File: src/rtl/rhfe_pkg.sv
// shared types and constants for the radiotap header field extractor
package rhfe_pkg;

	localparam int INDEX_WIDTH_DEF = 16;

	localparam logic [15:0] HDR_MIN = 16'd8;
	localparam logic [15:0] EXT_WORD_BYTES = 16'd4;
	localparam logic [7:0] FLAGS_BAD_FCS = 8'h40;
	localparam logic [16:0] RATE_STEP_KBPS = 17'd500;
	localparam logic signed [7:0] SIGNAL_ABSENT = -8'sd100;

	localparam logic [15:0] FREQ_24_LO = 16'd2412;
	localparam logic [15:0] FREQ_24_HI = 16'd2472;
	localparam logic [15:0] FREQ_24_BASE = 16'd2407;
	localparam logic [15:0] FREQ_CH14 = 16'd2484;
	localparam logic [7:0] CHAN_14 = 8'd14;
	localparam logic [15:0] FREQ_5_LO = 16'd5160;
	localparam logic [15:0] FREQ_5_HI = 16'd5895;
	localparam logic [15:0] FREQ_5_BASE = 16'd5000;
	localparam logic [15:0] FREQ_6_LO = 16'd5955;
	localparam logic [15:0] FREQ_6_HI = 16'd7115;
	localparam logic [15:0] FREQ_6_BASE = 16'd5950;
	// ceil(2^16 / 5), exact quotient for offsets below 2048
	localparam logic [24:0] DIV5_RECIP = 25'd13108;

	typedef struct packed {
		logic [7:0] data_byte;
		logic       last_byte;
	} in_t;

	typedef struct packed {
		logic              ok;
		logic [15:0]       hdr_length;
		logic              flags_present;
		logic              bad_fcs;
		logic [16:0]       data_rate;
		logic [15:0]       chan_freq;
		logic [7:0]        channel_number;
		logic              signal_present;
		logic signed [7:0] ant_signal;
	} out_t;

	typedef struct packed {
		logic        flags_en;
		logic        rate_en;
		logic        freq_en;
		logic        sig_en;
		logic [15:0] flags_pos;
		logic [15:0] rate_pos;
		logic [15:0] freq_pos;
		logic [15:0] sig_pos;
	} plan_t;

	typedef struct packed {
		logic [7:0] flags_byte;
		logic [7:0] rate_byte;
		logic [7:0] freq_lo;
		logic [7:0] freq_hi;
		logic [7:0] sig_byte;
	} cap_t;

	typedef struct packed {
		logic        len_ok;
		logic        err;
		logic [15:0] hlen;
		logic        flags_en;
		logic        rate_en;
		logic        freq_en;
		logic        sig_en;
		cap_t        cap;
	} snap_t;

endpackage

File: src/rtl/radiotap_header_field_extractor_core.sv
// top level of the radiotap header field extractor
// Takes a captured frame one byte per transfer, with the final byte marked, at one byte per
// cycle while the input is not stalled; the per-byte work is a compare-and-capture against
// positions planned when the present words end, so no byte ever waits on another. The result
// for a frame is registered into the output buffer when its last byte is taken. Results sit
// in a two-entry buffer, so input stalls only while two finished results wait unread. No
// clearing pass after reset. The byte count saturates at 2^INDEX_WIDTH - 1; bytes at or past
// that count are not captured.
module radiotap_header_field_extractor_core #(
	parameter int INDEX_WIDTH = rhfe_pkg::INDEX_WIDTH_DEF
) (
	input  logic           clk,
	input  logic           arst_n,
	input  logic           in_valid,
	output logic           in_ready,
	input  rhfe_pkg::in_t  in_data,
	output logic           out_valid,
	input  logic           out_ready,
	output rhfe_pkg::out_t out_data
);

	logic            accept;
	logic            fire;
	rhfe_pkg::snap_t snap;
	rhfe_pkg::out_t  res;
	logic            space;

	assign in_ready = space;
	assign accept = in_valid && in_ready;

	rhfe_parser #(
		.INDEX_WIDTH(INDEX_WIDTH)
	) u_parser (
		.clk(clk),
		.arst_n(arst_n),
		.accept(accept),
		.in_data(in_data),
		.fire(fire),
		.snap(snap)
	);

	rhfe_result u_result (
		.snap(snap),
		.res(res)
	);

	rhfe_out_buf u_out_buf (
		.clk(clk),
		.arst_n(arst_n),
		.push(fire),
		.push_data(res),
		.space(space),
		.out_valid(out_valid),
		.out_ready(out_ready),
		.out_data(out_data)
	);

endmodule

File: src/rtl/rhfe_parser.sv
// per-byte header walk: length, present words, field placement and capture
module rhfe_parser #(
	parameter int INDEX_WIDTH = rhfe_pkg::INDEX_WIDTH_DEF
) (
	input  logic            clk,
	input  logic            arst_n,
	input  logic            accept,
	input  rhfe_pkg::in_t   in_data,
	output logic            fire,
	output rhfe_pkg::snap_t snap
);

	typedef enum logic [1:0] {PH_HEAD, PH_EXT, PH_FIELDS, PH_DONE} phase_t;

	localparam logic [INDEX_WIDTH-1:0] IDX_MAX = {INDEX_WIDTH{1'b1}};

	logic [INDEX_WIDTH-1:0] idx_q, idx_n;
	logic [15:0]            hlen_q, hlen_n;
	logic [5:0]             pw0_q, pw0_n;
	logic [15:0]            ws_q, ws_n;
	phase_t                 ph_q, ph_n;
	logic                   err_q, err_n;
	rhfe_pkg::plan_t        pl_q, pl_n;
	rhfe_pkg::cap_t         cap_q, cap_n;
	logic                   adv;
	logic                   adv_cont;
	logic [15:0]            adv_off;
	logic [7:0]             b;

	function automatic rhfe_pkg::plan_t plan_fields(logic [15:0] o_in, logic [5:0] p,
			logic [15:0] rt);
		rhfe_pkg::plan_t pl;
		logic [17:0]     o;
		logic [17:0]     r;
		logic            stop;
		pl = '0;
		o = {2'b00, o_in};
		r = {2'b00, rt};
		stop = 1'b0;
		if (p[0]) begin
			o = ((o + 18'd7) & ~18'd7) + 18'd8;
		end
		if (p[1]) begin
			if (o + 18'd1 > r) begin
				stop = 1'b1;
			end else begin
				pl.flags_en = 1'b1;
				pl.flags_pos = o[15:0];
				o = o + 18'd1;
			end
		end
		if (p[2] && !stop) begin
			if (o + 18'd1 > r) begin
				stop = 1'b1;
			end else begin
				pl.rate_en = 1'b1;
				pl.rate_pos = o[15:0];
				o = o + 18'd1;
			end
		end
		if (p[3] && !stop) begin
			o = (o + 18'd1) & ~18'd1;
			if (o + 18'd2 <= r) begin
				pl.freq_en = 1'b1;
				pl.freq_pos = o[15:0];
			end
			o = o + 18'd4;
		end
		if (p[4] && !stop) begin
			o = o + 18'd2;
		end
		if (p[5] && !stop) begin
			if (o < r) begin
				pl.sig_en = 1'b1;
				pl.sig_pos = o[15:0];
			end
		end
		return pl;
	endfunction

	assign b = in_data.data_byte;

	always_comb begin
		idx_n = idx_q;
		hlen_n = hlen_q;
		pw0_n = pw0_q;
		ws_n = ws_q;
		ph_n = ph_q;
		err_n = err_q;
		pl_n = pl_q;
		cap_n = cap_q;
		adv = 1'b0;
		adv_cont = 1'b0;
		adv_off = '0;
		if (idx_q != IDX_MAX) begin
			idx_n = idx_q + 1'b1;
			if ((idx_q >> 3) == '0) begin
				unique case (idx_q[2:0])
					3'd2: hlen_n[7:0] = b;
					3'd3: hlen_n[15:8] = b;
					3'd4: pw0_n = b[5:0];
					3'd7: begin
						adv = 1'b1;
						adv_cont = b[7];
						adv_off = rhfe_pkg::HDR_MIN;
					end
					default: ;
				endcase
			end else if (ph_q == PH_EXT) begin
				if (idx_q[1:0] == 2'b11) begin
					adv = 1'b1;
					adv_cont = b[7];
					adv_off = ws_q + rhfe_pkg::EXT_WORD_BYTES;
				end
			end else if (ph_q == PH_FIELDS) begin
				if (pl_q.flags_en && 32'(idx_q) == 32'(pl_q.flags_pos)) cap_n.flags_byte = b;
				if (pl_q.rate_en && 32'(idx_q) == 32'(pl_q.rate_pos)) cap_n.rate_byte = b;
				if (pl_q.freq_en && 32'(idx_q) == 32'(pl_q.freq_pos)) cap_n.freq_lo = b;
				if (pl_q.freq_en && 32'(idx_q) == 32'(pl_q.freq_pos) + 32'd1) begin
					cap_n.freq_hi = b;
				end
				if (pl_q.sig_en && 32'(idx_q) == 32'(pl_q.sig_pos)) cap_n.sig_byte = b;
			end
		end
		if (adv) begin
			if (adv_cont) begin
				if (17'(adv_off) + 17'(rhfe_pkg::EXT_WORD_BYTES) > 17'(hlen_q)) begin
					err_n = 1'b1;
					ph_n = PH_DONE;
				end else begin
					ws_n = adv_off;
					ph_n = PH_EXT;
				end
			end else begin
				pl_n = plan_fields(adv_off, pw0_n, hlen_q);
				ph_n = PH_FIELDS;
			end
		end
	end

	assign fire = accept && in_data.last_byte;

	always_comb begin
		snap.len_ok = (32'(idx_n) >= 32'(rhfe_pkg::HDR_MIN)) && (hlen_n >= rhfe_pkg::HDR_MIN)
			&& (32'(hlen_n) <= 32'(idx_n));
		snap.err = err_n;
		snap.hlen = hlen_n;
		snap.flags_en = pl_n.flags_en;
		snap.rate_en = pl_n.rate_en;
		snap.freq_en = pl_n.freq_en;
		snap.sig_en = pl_n.sig_en;
		snap.cap = cap_n;
	end

	always_ff @(posedge clk or negedge arst_n) begin
		if (!arst_n) begin
			idx_q <= '0;
			hlen_q <= '0;
			pw0_q <= '0;
			ws_q <= '0;
			ph_q <= PH_HEAD;
			err_q <= 1'b0;
			pl_q <= '0;
			cap_q <= '0;
		end else if (accept) begin
			pw0_q <= pw0_n;
			ws_q <= ws_n;
			cap_q <= cap_n;
			if (in_data.last_byte) begin
				idx_q <= '0;
				hlen_q <= '0;
				ph_q <= PH_HEAD;
				err_q <= 1'b0;
				pl_q <= '0;
			end else begin
				idx_q <= idx_n;
				hlen_q <= hlen_n;
				ph_q <= ph_n;
				err_q <= err_n;
				pl_q <= pl_n;
			end
		end
	end

endmodule

File: src/rtl/rhfe_result.sv
// result formatting: rate scaling, channel number, absent values
module rhfe_result (
	input  rhfe_pkg::snap_t snap,
	output rhfe_pkg::out_t  res
);

	logic [15:0] f;
	logic [15:0] base;
	logic [10:0] ofs;
	logic [24:0] prod;
	logic [7:0]  chan;
	logic        in_24;
	logic        in_5;
	logic        in_6;

	assign f = {snap.cap.freq_hi, snap.cap.freq_lo};
	assign in_24 = (f >= rhfe_pkg::FREQ_24_LO) && (f <= rhfe_pkg::FREQ_24_HI);
	assign in_5 = (f >= rhfe_pkg::FREQ_5_LO) && (f <= rhfe_pkg::FREQ_5_HI);
	assign in_6 = (f >= rhfe_pkg::FREQ_6_LO) && (f <= rhfe_pkg::FREQ_6_HI);

	always_comb begin
		priority if (in_24) base = rhfe_pkg::FREQ_24_BASE;
		else if (in_5) base = rhfe_pkg::FREQ_5_BASE;
		else base = rhfe_pkg::FREQ_6_BASE;
	end

	// divide by five through the reciprocal
	assign ofs = 11'(f - base);
	assign prod = 25'(ofs) * rhfe_pkg::DIV5_RECIP;

	always_comb begin
		priority if (in_24 || in_5 || in_6) chan = prod[23:16];
		else if (f == rhfe_pkg::FREQ_CH14) chan = rhfe_pkg::CHAN_14;
		else chan = '0;
	end

	always_comb begin
		res = '0;
		res.ant_signal = rhfe_pkg::SIGNAL_ABSENT;
		if (snap.len_ok) begin
			res.hdr_length = snap.hlen;
			if (!snap.err) begin
				res.ok = 1'b1;
				if (snap.flags_en) begin
					res.flags_present = 1'b1;
					res.bad_fcs = |(snap.cap.flags_byte & rhfe_pkg::FLAGS_BAD_FCS);
				end
				if (snap.rate_en) begin
					res.data_rate = 17'(snap.cap.rate_byte) * rhfe_pkg::RATE_STEP_KBPS;
				end
				if (snap.freq_en) begin
					res.chan_freq = f;
					res.channel_number = chan;
				end
				if (snap.sig_en) begin
					res.signal_present = 1'b1;
					res.ant_signal = snap.cap.sig_byte;
				end
			end
		end
	end

endmodule

File: src/rtl/rhfe_out_buf.sv
// two-entry result register with skid slot
module rhfe_out_buf (
	input  logic           clk,
	input  logic           arst_n,
	input  logic           push,
	input  rhfe_pkg::out_t push_data,
	output logic           space,
	output logic           out_valid,
	input  logic           out_ready,
	output rhfe_pkg::out_t out_data
);

	logic           main_v_q;
	logic           skid_v_q;
	rhfe_pkg::out_t main_q;
	rhfe_pkg::out_t skid_q;
	logic           pop;

	assign pop = main_v_q && out_ready;
	assign space = !skid_v_q;
	assign out_valid = main_v_q;
	assign out_data = main_q;

	always_ff @(posedge clk or negedge arst_n) begin
		if (!arst_n) begin
			main_v_q <= 1'b0;
			skid_v_q <= 1'b0;
		end else begin
			if (pop && push) begin
				main_v_q <= 1'b1;
			end else if (pop) begin
				if (skid_v_q) begin
					skid_v_q <= 1'b0;
				end else begin
					main_v_q <= 1'b0;
				end
			end else if (push) begin
				if (main_v_q) begin
					skid_v_q <= 1'b1;
				end else begin
					main_v_q <= 1'b1;
				end
			end
		end
	end

	always_ff @(posedge clk) begin
		if (pop && push) begin
			main_q <= push_data;
		end else if (pop) begin
			if (skid_v_q) main_q <= skid_q;
		end else if (push) begin
			if (main_v_q) begin
				skid_q <= push_data;
			end else begin
				main_q <= push_data;
			end
		end
	end

endmodule

File: config.mk
export PLATFORM = sky130hd
export DESIGN_NAME = radiotap_header_field_extractor_core
export DESIGN_NICKNAME = d
export VERILOG_FILES = /design/src/rtl/rhfe_pkg.sv /design/src/rtl/radiotap_header_field_extractor_core.sv /design/src/rtl/rhfe_parser.sv /design/src/rtl/rhfe_result.sv /design/src/rtl/rhfe_out_buf.sv
export SDC_FILE = /design/constraint.sdc
export NUM_CORES = 1
export LEC_CHECK = 0
export ABC_AREA = 1
export BUFFER_PORTS_ARGS = -buffer_cell sky130_fd_sc_hd__buf_2
export CELL_PAD_IN_SITES_DETAIL_PLACEMENT = 1
export CELL_PAD_IN_SITES_GLOBAL_PLACEMENT = 1
export CORE_MARGIN = 2
export CORE_UTILIZATION = 52
export CTS_CLUSTER_DIAMETER = 150
export DETAILED_ROUTE_END_ITERATION = 6
export PLACE_DENSITY_LB_ADDON = 0.12
export SYNTH_ARGS = -nofsm -noshare
export SYNTH_HDL_FRONTEND = slang
export SYNTH_SLANG_ARGS = --single-unit
File: constraint.sdc
create_clock -name clk -period 30.4 [get_ports clk]
set_clock_uncertainty 0.05 [all_clocks]
set_input_delay 3.04 -clock clk [delete_from_list [all_inputs] [get_ports clk]]
set_output_delay 3.04 -clock clk [all_outputs]
set_load 0.02 [all_outputs]
==> results.md <==
- Worst-path clk slew: approximately 0.060 ns
- Initial DRC Count: 1695
- Worst Hold End: u_parser.pw0_q[4]
- Placement Setup Slack: around 15 ns
- IO Port Bufs: 81
- Slew Limit Headroom: 0.1314
- Post-DP HPWL: ~63000 µm
- Number of global-route vias before repair: around 23000
- # rows: 79
- Setup bufs post-CTS: 0
- Final setup margin: about 15 ns
- Top_reg_cell synth: dfrtp_1
- CTS max path bufs: 3
- Routed length per instance: 22.59 µm
- Chip Height: 220.4 µm
- Synth Area in Simple Gates: 0.2531
- Flop2flop setup slack: around 15 ns
- Final setup TNS: 0 ns
- Main combinational cell family by area after synthesis: simple AND/OR/NAND/NOR gates
- Hold wc startpoint: u_parser.pw0_q[4]
- Slew @ Worst Pin: between 1 and 1.5 ns
- Synth Cell Area: about 0.024 mm²
- Final setup fails: 0
- DR vias/cell: roughly 6
- FF+latch count, synth: between 200 and 300
- # IOs: 84
- Crit path DAT: ~16 ns
- Final nets: 3354
- Period minus WS final: roughly 16 ns
- CP endpoint kind: flop
- Initial antenna violation count: 1
- Yosys warnings: 0
- Gate Count Post-Synth: roughly 3000
- Routed Antenna Nets: 0
- Layout Cells excl Fill: 3697
- CTS Hold Bufs: 0
- Worst Path Max Fanout: 19
- Critical path's most frequent cell: nand2_1
- Area Growth Syn to Fin: 7.832%
- WS Path Type: in2reg
- Slowest-stage cell, CP: o41ai_1
- R2r endpoint: u_out_buf.skid_q[2]
- Static Leak: 13.07 nW
- Async SR Flop Fraction: 0.5427
- Hold WC Path Type: reg2reg
- Die Footprint: just under 0.05 mm²
- Layout cells sized above 1: 0.1321
- Congestion Overflow GR: 0
- Placed Cells: ~3600
- Maximum VDD drop: between 0.08 and 0.09 mV
- Total CTS buffers: 31
- Slew Viols, Final: 0
- Via Count: about 22000
- Post-Synth XOR/XNOR Area: 0.04494
- RD Place Congestion: roughly 0.94
- Cts repair resizes: 0
- Post-synthesis mux area share: 0.01921
- GRT Overall Usage: 0.3423
- Final period utilization: 0.5146
- Initial Util: 0.5255
- Core ar.: between 0.04 and 0.05 mm²
- Crit path launch type: input pin
- Worst EP required: around 31 ns
- Worst hold stages: 2
- DRT Pass-1 Iters: 7
- CTS tree: yes
- Max_cap viols: 0
- Library cells used by synthesis: 74
- PwrDens: around 90 mW/mm²
- Routed wire length: roughly 84000 µm
- Largest net degree at the start of global routing: 89
- Worst reg2reg path depth: 70
- Clock sinks: about 290
- Adder-cell share of the synthesized area: 0.1597
- Die W: 220.4 µm
- Root buf cell: clkbuf_16
- Mean Syn Cell Area: 8.112 µm²
- Clk_lat worst skew: between 0.5 and 0.6 ns
- Compound-Gate Fraction of Synth Area: 0.1056
- Maximum clock rate: 63.93 MHz
- Status: completed
- RSZ-0062 raised after global routing: no
- Worst r2r src: u_parser.idx_q[0]
- Drc violations: 0
- Global-route wire length before repair: 128200 µm
- CP peak stage delay: roughly 0.87 ns
- Post-synthesis sequential area ratio: 0.3285
- Final hold vios: 0
- EDFF count, synth: between 100 and 150
- CTS H-tree lvls: 1
critical path: cells and delay by family:
family                     cells  cell delay (ns)
AOI/OAI and AO/OA             11             4.17
buffers and inverters         11             1.37
xor gates and xnor gates       2             0.46
and+or+nand+nor               31             4.67
adders and majority gates      8             2.15
sequential cells by signal, summed over array words and instances, names as in the netlist:
register and flops:
u_parser.err_q 1, u_out_buf.skid_q 67, u_out_buf.skid_v_q 1, u_out_buf.out_valid 1, u_parser.cap_q 33, u_parser.pw0_q 6
u_out_buf.out_data 67, u_parser.ws_q 16, u_parser.idx_q 16, u_parser.hlen_q 16, u_parser.ph_q 2, u_parser.pl_q 67
synth_stat cells, types with 22 or more instances:
master | n | area share
nand2_1 | 614 | 0.095
inv_1 | 401 | 0.062
nor2_1 | 295 | 0.045
ha_1 | 223 | 0.11
dfrtp_1 | 159 | 0.16
nand3_1 | 137 | 0.028
o21ai_0 | 137 | 0.028
edfxtp_1 | 134 | 0.17
a21oi_1 | 98 | 0.020
xor2_1 | 92 | 0.033
nand4_1 | 60 | 0.015
nand2_2 | 59 | 0.015
fa_1 | 55 | 0.045
o22ai_1 | 50 | 0.013
clkbuf_1 | 47 | 0.0072
nor2_2 | 34 | 0.0087
xnor2_1 | 33 | 0.012
inv_2 | 29 | 0.0045
nor3_1 | 25 | 0.0051
mux2_2 | 22 | 0.010
mux2i_1 | 22 | 0.0090
routing by layer:
layer | GRT usage | vias up | part of all wire
met4 | 0.1398 | 0 | 0.039
met3 | 0.04124 | 168 | 0.055
met5 | 0 | - | 0
li1 | - | 10060 | -
met1 | 0.4621 | 10940 | 0.44
met2 | 0.5590 | 667 | 0.47
power breakdown:
part | switching, mW | total, mW | leakage, nW | internal, mW
Combinational | 1.02 | 1.48 | 9.18 | 0.465
Sequential | 0.0342 | 0.513 | 3.42 | 0.479
Clock | 0.164 | 0.373 | 0.477 | 0.210
logic make-up after synthesis:
family          after synthesis
compound gates              414
xor+xnor                    125
fa+ha+maj                   278
buf+inv                     522
flops                       293
mux                          44
other cells                   1
simple gates               1326
how the worst max path moves through the flow:
| stage | start | to | slack, ns | depth (start not counted) |
|---|---|---|---|---|
| after floorplan | in_data[1] | u_out_buf.skid_q[2] | 17.09 | 67 |
| final | in_data[1] | u_out_buf.skid_q[2] | 14.76 | 63 |
| after global routing | in_data[1] | u_out_buf.skid_q[2] | 13.50 | 71 |
| after global placement | in_data[1] | u_out_buf.out_data[19] | 15.19 | 58 |
| after detailed placement | in_data[1] | u_out_buf.skid_q[3] | 14.59 | 61 |
| after CTS | in_data[1] | u_out_buf.skid_q[2] | 15.07 | 65 |
layout by cell type (no fill, tap or decap), types with 24 or more instances in the layout:
cell,Yosys,final
nand2_1,614,613
inv_1,401,401
nor2_1,295,293
ha_1,223,223
dfrtp_1,159,159
nand3_1,137,137
o21ai_0,137,137
edfxtp_1,134,134
a21oi_1,98,97
xor2_1,92,92
buf_2,5,80
nand2_2,59,60
nand4_1,60,60
fa_1,55,55
o22ai_1,50,50
nor2_2,34,35
xnor2_1,33,33
clkbuf_16,0,31
inv_2,29,29
buf_4,13,29
nor3_1,25,24
stage by stage:
step	total power [mW]	area (µm²)	utilization	hold slack, ns
after detailed placement	1.973	25280	0.5454	0.4234
after global placement	1.904	25280	0.5454	0.4083
after CTS	2.357	26260	0.5665	0.4391
after floorplan	1.516	24360	-	0.3957
final	2.370	26270	0.5667	0.4406
after global routing	2.550	26260	0.5665	0.4696
layout make-up:
class,count,area [µm²]
inverter,438,1659
tap,607,759.5
clock inverter,17,147.6
antenna,2,5.005
fill,5662,20090
sequential,293,8003
clock buffer,41,833.3
timing repair buffer,110,629.4
multi-input combinational,2189,14230
No activity file was read; power rests on OpenSTA's default activity.
